### src/design/image_stream_carver_assert.svh
// assertion macros shared by the carver modules
`ifndef IMAGE_STREAM_CARVER_ASSERT_SVH
`define IMAGE_STREAM_CARVER_ASSERT_SVH
`ifndef SYNTHESIS
`define ISC_ASSERT(lbl, prop, msg) \
  lbl: assert property (@(posedge clk_i) disable iff (!rst_ni) (prop)) else $error(msg);
`define ISC_ASSERT_IMP(lbl, pre, post, msg) \
  lbl: assert property (@(posedge clk_i) disable iff (!rst_ni) (pre) |-> (post)) \
    else $error(msg);
`else
`define ISC_ASSERT(lbl, prop, msg)
`define ISC_ASSERT_IMP(lbl, pre, post, msg)
`endif
`endif

### src/design/isc_pkg.sv
// shared types, constants and helpers of the image stream carver
package isc_pkg;

  localparam int CountBits = 32;
  localparam int QDepth    = 4;
  localparam int QPtrW     = $clog2(QDepth);
  localparam int QCntW     = $clog2(QDepth + 1);

  typedef enum logic [1:0] {
    FmtJpeg = 2'd0,
    FmtPng  = 2'd1,
    FmtGif  = 2'd2
  } fmt_e;

  typedef enum logic [3:0] {
    GsBetween  = 4'd0,
    GsHeader   = 4'd1,
    GsGct      = 4'd2,
    GsExtLabel = 4'd3,
    GsDesc     = 4'd4,
    GsLct      = 4'd5,
    GsLzw      = 4'd6,
    GsSubSize  = 4'd7,
    GsSubData  = 4'd8
  } gif_sec_e;

  // one queued job: a whole signature or a single passed word
  typedef struct packed {
    logic       is_sig;
    fmt_e       fmt;
    logic [7:0] data;
    logic       last;
  } entry_t;

  function automatic logic [7:0] sig_byte(fmt_e fmt, logic [1:0] idx);
    logic [7:0] r;
    r = 8'h00;
    unique case (fmt)
      FmtJpeg: r = idx[0] ? 8'hD8 : 8'hFF;
      FmtPng: begin
        case (idx)
          2'd0:    r = 8'h89;
          2'd1:    r = 8'h50;
          2'd2:    r = 8'h4E;
          default: r = 8'h47;
        endcase
      end
      default: begin
        case (idx)
          2'd0:    r = 8'h47;
          2'd1:    r = 8'h49;
          2'd2:    r = 8'h46;
          default: r = 8'h38;
        endcase
      end
    endcase
    return r;
  endfunction

  function automatic logic [1:0] sig_last_idx(fmt_e fmt);
    return (fmt == FmtJpeg) ? 2'd1 : 2'd3;
  endfunction

  function automatic logic [7:0] png_sig_at(logic [1:0] p);
    return sig_byte(FmtPng, p);
  endfunction

  function automatic logic [7:0] gif_sig_at(logic [1:0] p);
    return sig_byte(FmtGif, p);
  endfunction

  function automatic logic [7:0] png_tail_at(logic [2:0] p);
    logic [7:0] r;
    case (p)
      3'd0:    r = 8'h49;
      3'd1:    r = 8'h45;
      3'd2:    r = 8'h4E;
      3'd3:    r = 8'h44;
      3'd4:    r = 8'hAE;
      3'd5:    r = 8'h42;
      3'd6:    r = 8'h60;
      default: r = 8'h82;
    endcase
    return r;
  endfunction

  // colour table length, zero when the table flag is clear
  function automatic logic [9:0] table_size(logic [7:0] packed_b);
    return packed_b[7] ? (10'd3 << ({1'b0, packed_b[2:0]} + 4'd1)) : 10'd0;
  endfunction

endpackage

### src/design/isc_front.sv
// front end: signature scanners, format end walkers and byte counter
`include "image_stream_carver_assert.svh"
module isc_front import isc_pkg::*; (
  input  logic        clk_i,
  input  logic        rst_ni,
  input  logic        cfg_we_i,
  input  logic [31:0] cfg_data_i,
  input  logic        accept_i,
  input  logic [7:0]  data_byte_i,
  input  logic        restart_i,
  output logic        ent_valid_o,
  output entry_t      ent_o
);
  localparam int CmpW = (CountBits > 32) ? CountBits : 32;

  logic [31:0]          cl_q;
  logic                 in_image_q, in_image_d, finished_q, finished_d;
  fmt_e                 fmt_q, fmt_d;
  logic [CountBits-1:0] bc_q, bc_d;
  logic [1:0]           png_sig_q, png_sig_d;
  logic [2:0]           png_tail_q, png_tail_d;
  logic [16:0]          jpeg_pos_q, jpeg_pos_d;
  logic [15:0]          jpeg_len_q, jpeg_len_d;
  logic                 jpeg_scan_q, jpeg_scan_d;
  logic [9:0]           gif_pos_q, gif_pos_d, gif_tgt_q, gif_tgt_d;
  gif_sec_e             gif_sec_q, gif_sec_d;

  always_comb begin
    logic [7:0]  b;
    logic        found, wend;
    fmt_e        ffmt;
    logic [15:0] len;
    b = data_byte_i;
    found = 1'b0;
    wend = 1'b0;
    ffmt = FmtJpeg;
    len = 16'd0;
    in_image_d  = in_image_q;
    finished_d  = finished_q;
    fmt_d       = fmt_q;
    bc_d        = bc_q;
    png_sig_d   = png_sig_q;
    png_tail_d  = png_tail_q;
    jpeg_pos_d  = jpeg_pos_q;
    jpeg_len_d  = jpeg_len_q;
    jpeg_scan_d = jpeg_scan_q;
    gif_pos_d   = gif_pos_q;
    gif_tgt_d   = gif_tgt_q;
    gif_sec_d   = gif_sec_q;
    ent_valid_o = 1'b0;
    ent_o       = '0;
    if (restart_i) begin
      in_image_d = 1'b0; finished_d = 1'b0; fmt_d = FmtJpeg; bc_d = '0;
      png_sig_d = '0; png_tail_d = '0; jpeg_pos_d = '0; jpeg_len_d = '0;
      jpeg_scan_d = 1'b0; gif_pos_d = '0; gif_tgt_d = '0; gif_sec_d = GsBetween;
    end
    if (finished_d) begin
      // image already closed, wait for restart
    end else if (!in_image_d) begin
      if (b == png_sig_at(png_sig_d)) begin
        if (png_sig_d == 2'd3) begin found = 1'b1; ffmt = FmtPng; end
        else png_sig_d = png_sig_d + 2'd1;
      end else begin
        png_sig_d = (b == 8'h89) ? 2'd1 : 2'd0;
      end
      if (jpeg_pos_d == 17'd1 && b == 8'hD8) begin
        found = 1'b1; ffmt = FmtJpeg;
      end else begin
        jpeg_pos_d = (b == 8'hFF) ? 17'd1 : 17'd0;
      end
      if (b == gif_sig_at(gif_pos_d[1:0])) begin
        if (gif_pos_d[1:0] == 2'd3) begin found = 1'b1; ffmt = FmtGif; end
        else gif_pos_d = {8'd0, gif_pos_d[1:0] + 2'd1};
      end else begin
        gif_pos_d = (b == 8'h47) ? 10'd1 : 10'd0;
      end
      if (found) begin
        in_image_d = 1'b1; fmt_d = ffmt;
        png_tail_d = '0; jpeg_pos_d = '0; jpeg_len_d = '0; jpeg_scan_d = 1'b0;
        gif_pos_d = 10'd4; gif_tgt_d = '0; gif_sec_d = GsHeader;
        bc_d = CountBits'({1'b0, sig_last_idx(ffmt)}) + CountBits'(1);
        finished_d = (cl_q != 32'd0) && (CmpW'(bc_d) >= CmpW'(cl_q));
        ent_valid_o = 1'b1;
        ent_o.is_sig = 1'b1; ent_o.fmt = ffmt; ent_o.data = 8'h00;
        ent_o.last = finished_d;
      end
    end else begin
      if (bc_d != '1) bc_d = bc_d + CountBits'(1);
      if (cl_q != 32'd0) begin
        wend = CmpW'(bc_d) >= CmpW'(cl_q);
      end else if (fmt_d == FmtPng) begin
        if (b == png_tail_at(png_tail_d)) begin
          if (png_tail_d == 3'd7) begin wend = 1'b1; png_tail_d = 3'd0; end
          else png_tail_d = png_tail_d + 3'd1;
        end else begin
          png_tail_d = (b == 8'h49) ? 3'd1 : 3'd0;
        end
      end else if (fmt_d == FmtJpeg) begin
        if (jpeg_scan_d) begin
          if (jpeg_pos_d == 17'd1 && b == 8'hD9) wend = 1'b1;
          else jpeg_pos_d = (b == 8'hFF) ? 17'd1 : 17'd0;
        end else if (jpeg_pos_d == 17'd0) begin
          if (b == 8'hFF) jpeg_pos_d = 17'd1;
        end else if (jpeg_pos_d == 17'd1) begin
          if (b == 8'hFF) begin
            // fill byte
          end else if (b == 8'hD9) begin
            wend = 1'b1;
          end else if (b == 8'hDA) begin
            jpeg_scan_d = 1'b1; jpeg_pos_d = 17'd0;
          end else if (b == 8'hD8 || b == 8'h01 || b[7:3] == 5'b11010) begin
            jpeg_pos_d = 17'd0;
          end else begin
            jpeg_pos_d = 17'd2;
          end
        end else if (jpeg_pos_d == 17'd2) begin
          jpeg_len_d = {b, 8'h00}; jpeg_pos_d = 17'd3;
        end else if (jpeg_pos_d == 17'd3) begin
          len = jpeg_len_d | {8'h00, b};
          jpeg_len_d = len;
          jpeg_pos_d = (len <= 16'd2) ? 17'd0 : 17'd4;
        end else begin
          if (jpeg_pos_d >= {1'b0, jpeg_len_d} + 17'd1) jpeg_pos_d = 17'd0;
          else jpeg_pos_d = jpeg_pos_d + 17'd1;
        end
      end else begin
        unique case (gif_sec_d)
          GsHeader: begin
            if (gif_pos_d == 10'd10) gif_tgt_d = table_size(b);
            if (gif_pos_d >= 10'd12) begin
              gif_pos_d = '0;
              gif_sec_d = (gif_tgt_d != '0) ? GsGct : GsBetween;
            end else gif_pos_d = gif_pos_d + 10'd1;
          end
          GsGct, GsLct: begin
            gif_pos_d = gif_pos_d + 10'd1;
            if (gif_pos_d >= gif_tgt_d) begin
              gif_pos_d = '0;
              gif_sec_d = (gif_sec_d == GsGct) ? GsBetween : GsLzw;
            end
          end
          GsDesc: begin
            if (gif_pos_d == 10'd8) begin
              gif_tgt_d = table_size(b); gif_pos_d = '0;
              gif_sec_d = (gif_tgt_d != '0) ? GsLct : GsLzw;
            end else gif_pos_d = gif_pos_d + 10'd1;
          end
          GsExtLabel, GsLzw: gif_sec_d = GsSubSize;
          GsSubSize: begin
            if (b == 8'h00) gif_sec_d = GsBetween;
            else begin gif_tgt_d = {2'b00, b}; gif_pos_d = '0; gif_sec_d = GsSubData; end
          end
          GsSubData: begin
            gif_pos_d = gif_pos_d + 10'd1;
            if (gif_pos_d >= gif_tgt_d) begin gif_pos_d = '0; gif_sec_d = GsSubSize; end
          end
          default: begin
            gif_sec_d = GsBetween;
            if (b == 8'h2C) begin gif_pos_d = '0; gif_sec_d = GsDesc; end
            else if (b == 8'h21) gif_sec_d = GsExtLabel;
            else if (b == 8'h3B) wend = 1'b1;
          end
        endcase
      end
      if (wend) finished_d = 1'b1;
      ent_valid_o = 1'b1;
      ent_o.is_sig = 1'b0; ent_o.fmt = fmt_d; ent_o.data = b; ent_o.last = wend;
    end
  end

  always_ff @(posedge clk_i or negedge rst_ni) begin
    if (!rst_ni) begin
      cl_q <= '0; in_image_q <= 1'b0; finished_q <= 1'b0; fmt_q <= FmtJpeg;
      bc_q <= '0; png_sig_q <= '0; png_tail_q <= '0; jpeg_pos_q <= '0;
      jpeg_len_q <= '0; jpeg_scan_q <= 1'b0; gif_pos_q <= '0; gif_tgt_q <= '0;
      gif_sec_q <= GsBetween;
    end else begin
      if (cfg_we_i) cl_q <= cfg_data_i;
      if (accept_i) begin
        in_image_q <= in_image_d; finished_q <= finished_d; fmt_q <= fmt_d;
        bc_q <= bc_d; png_sig_q <= png_sig_d; png_tail_q <= png_tail_d;
        jpeg_pos_q <= jpeg_pos_d; jpeg_len_q <= jpeg_len_d; jpeg_scan_q <= jpeg_scan_d;
        gif_pos_q <= gif_pos_d; gif_tgt_q <= gif_tgt_d; gif_sec_q <= gif_sec_d;
      end
    end
  end

  `ISC_ASSERT_IMP(a_fin_in_image, finished_q, in_image_q, "finished without image")
endmodule

### src/design/isc_queue.sv
// short job queue between front and back end
`include "image_stream_carver_assert.svh"
module isc_queue import isc_pkg::*; (
  input  logic   clk_i,
  input  logic   rst_ni,
  input  logic   wr_i,
  input  entry_t wdata_i,
  input  logic   rd_i,
  output entry_t rdata_o,
  output logic   full_o,
  output logic   empty_o
);
  entry_t           mem_q [QDepth];
  logic [QPtrW-1:0] wp_q, rp_q;
  logic [QCntW-1:0] cnt_q;

  assign full_o  = (cnt_q == QCntW'(QDepth));
  assign empty_o = (cnt_q == '0);
  assign rdata_o = mem_q[rp_q];

  always_ff @(posedge clk_i) begin
    if (wr_i) mem_q[wp_q] <= wdata_i;
  end

  always_ff @(posedge clk_i or negedge rst_ni) begin
    if (!rst_ni) begin
      wp_q <= '0; rp_q <= '0; cnt_q <= '0;
    end else begin
      if (wr_i) wp_q <= wp_q + QPtrW'(1);
      if (rd_i) rp_q <= rp_q + QPtrW'(1);
      cnt_q <= cnt_q + QCntW'(wr_i) - QCntW'(rd_i);
    end
  end

  `ISC_ASSERT(a_cnt_bound, cnt_q <= QCntW'(QDepth), "queue count beyond depth")
  `ISC_ASSERT_IMP(a_ptr_gap, cnt_q == '0 || cnt_q == QCntW'(QDepth),
                  wp_q == rp_q, "pointers disagree with count")
endmodule

### src/design/isc_back.sv
// back end: expands signatures and drives the result register
`include "image_stream_carver_assert.svh"
module isc_back import isc_pkg::*; (
  input  logic       clk_i,
  input  logic       rst_ni,
  input  logic       q_empty_i,
  input  entry_t     q_head_i,
  output logic       q_rd_o,
  input  logic       pop,
  output logic       empty,
  output logic [7:0] out_byte_o,
  output logic [1:0] format_o,
  output logic       last_o
);
  logic       vld_q, vld_d, last_q, last_d;
  logic [7:0] byte_q, byte_d;
  fmt_e       fmt_q, fmt_d;
  logic [1:0] idx_q, idx_d;
  logic       load;

  assign load = !vld_q || pop;

  always_comb begin
    vld_d = vld_q; byte_d = byte_q; fmt_d = fmt_q; last_d = last_q;
    idx_d = idx_q; q_rd_o = 1'b0;
    if (load) begin
      vld_d = !q_empty_i;
      if (!q_empty_i) begin
        fmt_d = q_head_i.fmt;
        if (q_head_i.is_sig) begin
          byte_d = sig_byte(q_head_i.fmt, idx_q);
          if (idx_q == sig_last_idx(q_head_i.fmt)) begin
            last_d = q_head_i.last; idx_d = 2'd0; q_rd_o = 1'b1;
          end else begin
            last_d = 1'b0; idx_d = idx_q + 2'd1;
          end
        end else begin
          byte_d = q_head_i.data; last_d = q_head_i.last; q_rd_o = 1'b1;
        end
      end
    end
  end

  always_ff @(posedge clk_i or negedge rst_ni) begin
    if (!rst_ni) begin
      vld_q <= 1'b0; idx_q <= '0;
    end else begin
      vld_q <= vld_d; idx_q <= idx_d;
    end
  end

  always_ff @(posedge clk_i) begin
    byte_q <= byte_d; fmt_q <= fmt_d; last_q <= last_d;
  end

  assign empty      = !vld_q;
  assign out_byte_o = byte_q;
  assign format_o   = fmt_q;
  assign last_o     = last_q;

  `ISC_ASSERT_IMP(a_idx_sig, idx_q != 2'd0, !q_empty_i && q_head_i.is_sig,
                  "signature index without signature job")
endmodule

### src/design/image_stream_carver.sv
// image stream carver top level: front end, job queue and back end
// Finds one JPEG, PNG or GIF image in a byte stream and passes its words on. Every input word
// is taken back to back whenever full is low; the front end decides per word whether a result
// follows. The word that completes a signature yields its 2 or 4 signature words, which the
// back end sends one per cycle while pop takes them, so after a start the input may stall while
// the four-entry job queue drains. Results come from an output register, so a result may wait on
// pop while new input words are still taken. The end is the content_length count (signature
// included) when that register is non-zero, else the format's own end marker (PNG IEND chunk and
// CRC, JPEG EOI after the segment walk, GIF trailer after the block walk). After the last word
// nothing is sent until a word arrives with restart set. Write cfg only while idle.
`include "image_stream_carver_assert.svh"
module image_stream_carver import isc_pkg::*; (
  input  logic        clk_i,
  input  logic        rst_ni,
  // configuration: expected image length, zero for marker based end
  input  logic        cfg_we_i,
  input  logic [31:0] cfg_data_i,
  // input side
  input  logic        push,
  output logic        full,
  input  logic [7:0]  data_byte_i,
  input  logic        restart_i,
  // result side
  output logic        empty,
  input  logic        pop,
  output logic [7:0]  out_byte_o,
  output logic [1:0]  format_o,
  output logic        last_o
);
  logic   accept, ent_valid, q_full, q_empty, q_rd;
  entry_t ent, q_head;

  // a word is taken only while the queue has room for its job
  assign full   = q_full;
  assign accept = push && !q_full;

  isc_front u_front (
    .clk_i, .rst_ni, .cfg_we_i, .cfg_data_i,
    .accept_i(accept), .data_byte_i, .restart_i,
    .ent_valid_o(ent_valid), .ent_o(ent)
  );

  isc_queue u_queue (
    .clk_i, .rst_ni,
    .wr_i(accept && ent_valid), .wdata_i(ent),
    .rd_i(q_rd), .rdata_o(q_head), .full_o(q_full), .empty_o(q_empty)
  );

  isc_back u_back (
    .clk_i, .rst_ni,
    .q_empty_i(q_empty), .q_head_i(q_head), .q_rd_o(q_rd),
    .pop, .empty, .out_byte_o, .format_o, .last_o
  );

  `ISC_ASSERT_IMP(a_no_rd_empty, q_rd, !q_empty, "queue read while empty")
endmodule

### config.mk
export PLATFORM = sky130hd
export DESIGN_NAME = image_stream_carver
export DESIGN_NICKNAME = d
export VERILOG_FILES = /design/src/design/isc_pkg.sv /design/src/design/isc_front.sv /design/src/design/isc_queue.sv /design/src/design/isc_back.sv /design/src/design/image_stream_carver.sv
export VERILOG_INCLUDE_DIRS = /design/src /design/src/design
export SDC_FILE = /design/constraint.sdc
export NUM_CORES = 1
export LEC_CHECK = 0
export BUFFER_PORTS_ARGS = -buffer_cell sky130_fd_sc_hd__buf_2
export CAP_MARGIN = 10
export CELL_PAD_IN_SITES_DETAIL_PLACEMENT = 1
export CELL_PAD_IN_SITES_GLOBAL_PLACEMENT = 1
export CORE_ASPECT_RATIO = 0.6
export CORE_MARGIN = 4
export CORE_UTILIZATION = 35
export CTS_BUF_LIST = sky130_fd_sc_hd__clkbuf_16
export CTS_CLUSTER_DIAMETER = 60
export DETAILED_ROUTE_END_ITERATION = 10
export PLACE_DENSITY_LB_ADDON = 0.1
export SLEW_MARGIN = 25
export SYNTH_ARGS = -nofsm -noshare
export SYNTH_HDL_FRONTEND = slang
export SYNTH_SLANG_ARGS = --single-unit
### constraint.sdc
create_clock -name clk_i -period 11 [get_ports clk_i]
set_input_delay 1.65 -clock clk_i [delete_from_list [all_inputs] [get_ports clk_i]]
set_output_delay 1.65 -clock clk_i [all_outputs]
set_load 0.1 [all_outputs]
==> load_flow_metrics.sql <==
INSERT INTO impl_metrics (metric_group, metric, value, unit) VALUES
('logic_synthesis', 'synth_common_cells', '168 x sky130_fd_sc_hd__nand2_1, 141 x sky130_fd_sc_hd__dfrtp_1, 138 x sky130_fd_sc_hd__nor2_1', ''),
('timing', 'timing_worst_slew_pin_value', '0.934', 'ns'),
('cells_and_area', 'n_antenna_cell', '0', ''),
('run', 'maxCapViolations', '0', ''),
('cells_and_area', 'fin_nets', '1774', ''),
('timing', 'setup_repair_after_global_routing_missed_its_margin', 'false', ''),
('routing', 'drc', '0', ''),
('outcome', 'status', 'finished, final reports clean', ''),
('logic_synthesis', 'synth_compound_gate_area_share', '18.1', '%'),
('cells_and_area', 'drive_above_1_share', '8.85', '%'),
('power_and_ir_drop', 'switching_share', '39.6', '%'),
('clock_tree', 'cts_max_path_buffers', '2', ''),
('routing', 'drt_wl_total', '48800', 'um'),
('routing', 'route.antenna.remaining_nets', '0', ''),
('clock_tree', 'post-cts-setup-buffers', '0', ''),
('critical_path', 'crit_path_cell_trace', 'buf_4, buf_4, nor2b_1, ha_1, nand4_1, nor4_1, nand2b_1, nor3b_1, nand2_1, xor2_1, nor2_1, ha_1, nor2b_1, o21ai_0, a21oi_1, nor3_1, o21ai_0, o21ai_0, a21oi_1', ''),
('power_and_ir_drop', 'combPwrFrac', '27.7', '%'),
('global_routing', 'largest_net_degree_at_the_start_of_global_routing', '83', ''),
('timing', 'relSlewSlack', '37.1', '%'),
('critical_path', 'critical_path_capture_point_type', 'register', ''),
('clock_tree', 'cts-root-buf', 'sky130_fd_sc_hd__clkbuf_16', ''),
('routing', 'detail_route.wl_per_cell', '22.6', 'um'),
('logic_synthesis', 'yosysTopAreaCell', 'sky130_fd_sc_hd__dfrtp_1', ''),
('clock_tree', 'cts-hold-fix-buffers', '0', ''),
('logic_synthesis', 'synth.area.top_cells', 'sky130_fd_sc_hd__dfrtp_1 25%, sky130_fd_sc_hd__edfxtp_1 13%, sky130_fd_sc_hd__ha_1 8.9%', ''),
('timing', 'timing.final.crit_share', '58.2', '%'),
('critical_path', 'slowest_stage', 'sky130_fd_sc_hd__nor3b_1', ''),
('logic_synthesis', 'most_common_flop_cell_mapped_by_yosys', 'sky130_fd_sc_hd__dfrtp_1', ''),
('floorplanning', 'core.rowCount', '56', ''),
('logic_synthesis', 'syn-cell-area', '0.0142', 'mm^2'),
('logic_synthesis', 'syn-mean-instance-area', '8.75', 'um^2'),
('critical_path', 'critPathLaunchType', 'primary input', ''),
('critical_path', 'critical_path.most_common_cell', 'sky130_fd_sc_hd__o21ai_0', ''),
('clock_tree', 'cts.sinks', '200', ''),
('logic_synthesis', 'syn_nets', '1766', ''),
('critical_path', 'r2r_setup_slack', '6.16', 'ns'),
('global_routing', 'grt.overflow.total', '0', ''),
('logic_synthesis', 'yosys.area_share.adder', '9.07', '%'),
('critical_path', 'worst-setup-path-type', 'in2reg', ''),
('power_and_ir_drop', 'p_int', '1.33', 'mW'),
('logic_synthesis', 'synth-edff-count', '59', ''),
('critical_path', 'worst_path_largest_cell_delay', '0.64', 'ns'),
('power_and_ir_drop', 'worst_ir_drop_vdd', '101', 'uV'),
('floorplanning', 'ios', '59', ''),
('logic_synthesis', 'main_combinational_cell_family_by_area_after_synthesis', 'simple AND/OR/NAND/NOR gates', ''),
('min_path', 'worst_hold_path_type', 'reg2reg', ''),
('timing', 'setup_total_negative_slack', '0', 'ns'),
('global_routing', 'grt_antenna_before_repair', '0', ''),
('floorplanning', 'core_region_area', '0.0395', 'mm^2'),
('timing', 'final_hold_viol_count', '0', ''),
('power_and_ir_drop', 'power_frac_seq', '40.4', '%'),
('logic_synthesis', 'async_reset_ff_share', '70.5', '%'),
('routing', 'first_pass_iters', '5', ''),
('cells_and_area', 'area_delta_synth_final', '9.62', '%'),
('logic_synthesis', 'number_of_library_cell_types_mapped_by_synthesis', '80', ''),
('logic_synthesis', 'yosys.area.top_type_share', '24.9', '%'),
('critical_path', 'path_max_fanout', '57', ''),
('logic_synthesis', 'synthMuxAreaShare', '3.08', '%'),
('floorplanning', 'horiz_die_dim', '268', 'um'),
('critical_path', 'worstPathRequired', '11.17', 'ns'),
('global_routing', 'grt_pass1_wl', '77300', 'um'),
('routing', 'route.detailed.vias_per_inst', '5.74', ''),
('placed_design', 'hpwlAfterDp', '36100', 'um'),
('clock_tree', 'post_cts_resized', '0', ''),
('timing', 'worst_clock_skew', '0.0223', 'ns'),
('clock_tree', 'cts-buffers-inserted', '17', ''),
('logic_synthesis', 'synth_simple_gate_area_share', '24.3', '%'),
('global_routing', 'grt_pass1_vias', '12679', ''),
('timing', 'timing_max_transition_violations_final', '0', ''),
('logic_synthesis', 'netlist_instances', '1618', ''),
('routing', 'via_count', '12401', '');
-- per-stage QoR --
| stage | hold slack [ns] | power (mW) | instance area (um^2) | instances | setup slack, ns |
|---|---|---|---|---|---|
| 6_report | 0.500 | 2.20 | 15500 | 2161 | 4.60 |
| 5_1_grt | 0.538 | 2.31 | 15500 | 2161 | 4.23 |
| 4_1_cts | 0.507 | 2.21 | 15500 | 2161 | 4.65 |
| 3_5_place_dp | 0.488 | 1.51 | 14900 | 2129 | 4.16 |
| 3_3_place_gp | 0.463 | 1.50 | 14900 | 2129 | 4.32 |
| 2_1_floorplan | 0.451 | 1.33 | 14200 | 1618 | 5.16 |
-- final cells by class --
class | instances | area (um^2)
Sequential cell | 200 | 5300
Fill cell | 4603 | 24000
Inverter | 75 | 282
Clock inverter | 15 | 201
Timing Repair Buffer | 70 | 389
Clock buffer | 17 | 425
Tap cell | 522 | 653
Multi-Input combinational cell | 1262 | 8270
-- cells by family (layout without fill, tap and decap cells) --
| family | Yosys count | in the layout |
|---|---|---|
| flip-flops | 200 | 200 |
| AO/OA/AOI/OAI | 404 | 404 |
| buffers and inverters | 156 | 177 |
| adder cells (fa/ha/maj) | 102 | 102 |
| XOR/XNOR | 62 | 62 |
| multiplexers | 28 | 28 |
| AND/OR/NAND/NOR | 666 | 666 |
-- placed cells by master, fill, tap and decap left out, drive strengths merged, types with 20 or more instances in the layout --
| cell | netlist | final |
|---|---|---|
| a21oi | 85 | 85 |
| xnor2 | 42 | 42 |
| ha | 101 | 101 |
| o21ai | 142 | 142 |
| nand2b | 52 | 52 |
| nand3 | 49 | 49 |
| nor2 | 139 | 139 |
| nand4 | 31 | 31 |
| edfxtp | 59 | 59 |
| and2 | 23 | 23 |
| xor2 | 20 | 20 |
| a21o | 23 | 23 |
| a22o | 29 | 29 |
| nor4 | 29 | 29 |
| nor3 | 39 | 39 |
| nor2b | 45 | 45 |
| dfrtp | 141 | 141 |
| nand2 | 169 | 169 |
| inv | 75 | 85 |
| buf | 18 | 70 |
-- routing by layer --
layer / wire length, um / GRT usage (%)
met1: 26800 / 36.8
met2: 19300 / 31.4
met3: 2460 / 4.55
met4: 242 / 3.15
met5: 0 / 0
-- critical path, delay by kind of cell --
family,cells,cell delay [ns]
fa+ha+maj,2,0.57
compound gates,5,1.11
buf+inv,2,1.02
simple gates,9,1.98
xor+xnor,1,0.18
-- power by group through the flow --
stage / sequential (mW) / clock [mW] / combinational (mW)
after floorplan: 1.01 / 0 / 0.324
after global placement: 0.903 / 0 / 0.597
after detailed placement: 0.905 / 0 / 0.607
after CTS: 0.891 / 0.715 / 0.609
after global routing: 0.899 / 0.747 / 0.662
final: 0.889 / 0.699 / 0.610
-- state kept, by name, summed over array words and instances (netlist names), 3 cells and up --
signal,cells
u_front.jpeg_pos_q,17
u_front.png_tail_q,3
u_queue.cnt_q,3
u_front.bc_q,32
u_front.jpeg_len_q,16
u_front.gif_tgt_q,10
u_back.out_byte_o,8
u_front.gif_pos_q,10
u_front.gif_sec_q,4
u_front.cl_q,32
u_queue.mem_q,48
-- final timing paths --
check,start,to,cells past startpoint
hold reg to reg,u_front.gif_tgt_q[5],u_front.gif_tgt_q[5],1
setup / recovery,restart_i,u_queue.mem_q[3][0],19
min in group asynchronous,rst_ni,u_front.cl_q[4],1
setup reg to reg,u_front.bc_q[6],u_queue.mem_q[3][0],15
max in group asynchronous,rst_ni,u_front.cl_q[2],2
hold / removal,u_front.gif_tgt_q[5],u_front.gif_tgt_q[5],1
No activity file was read; power rests on OpenSTA's default activity.
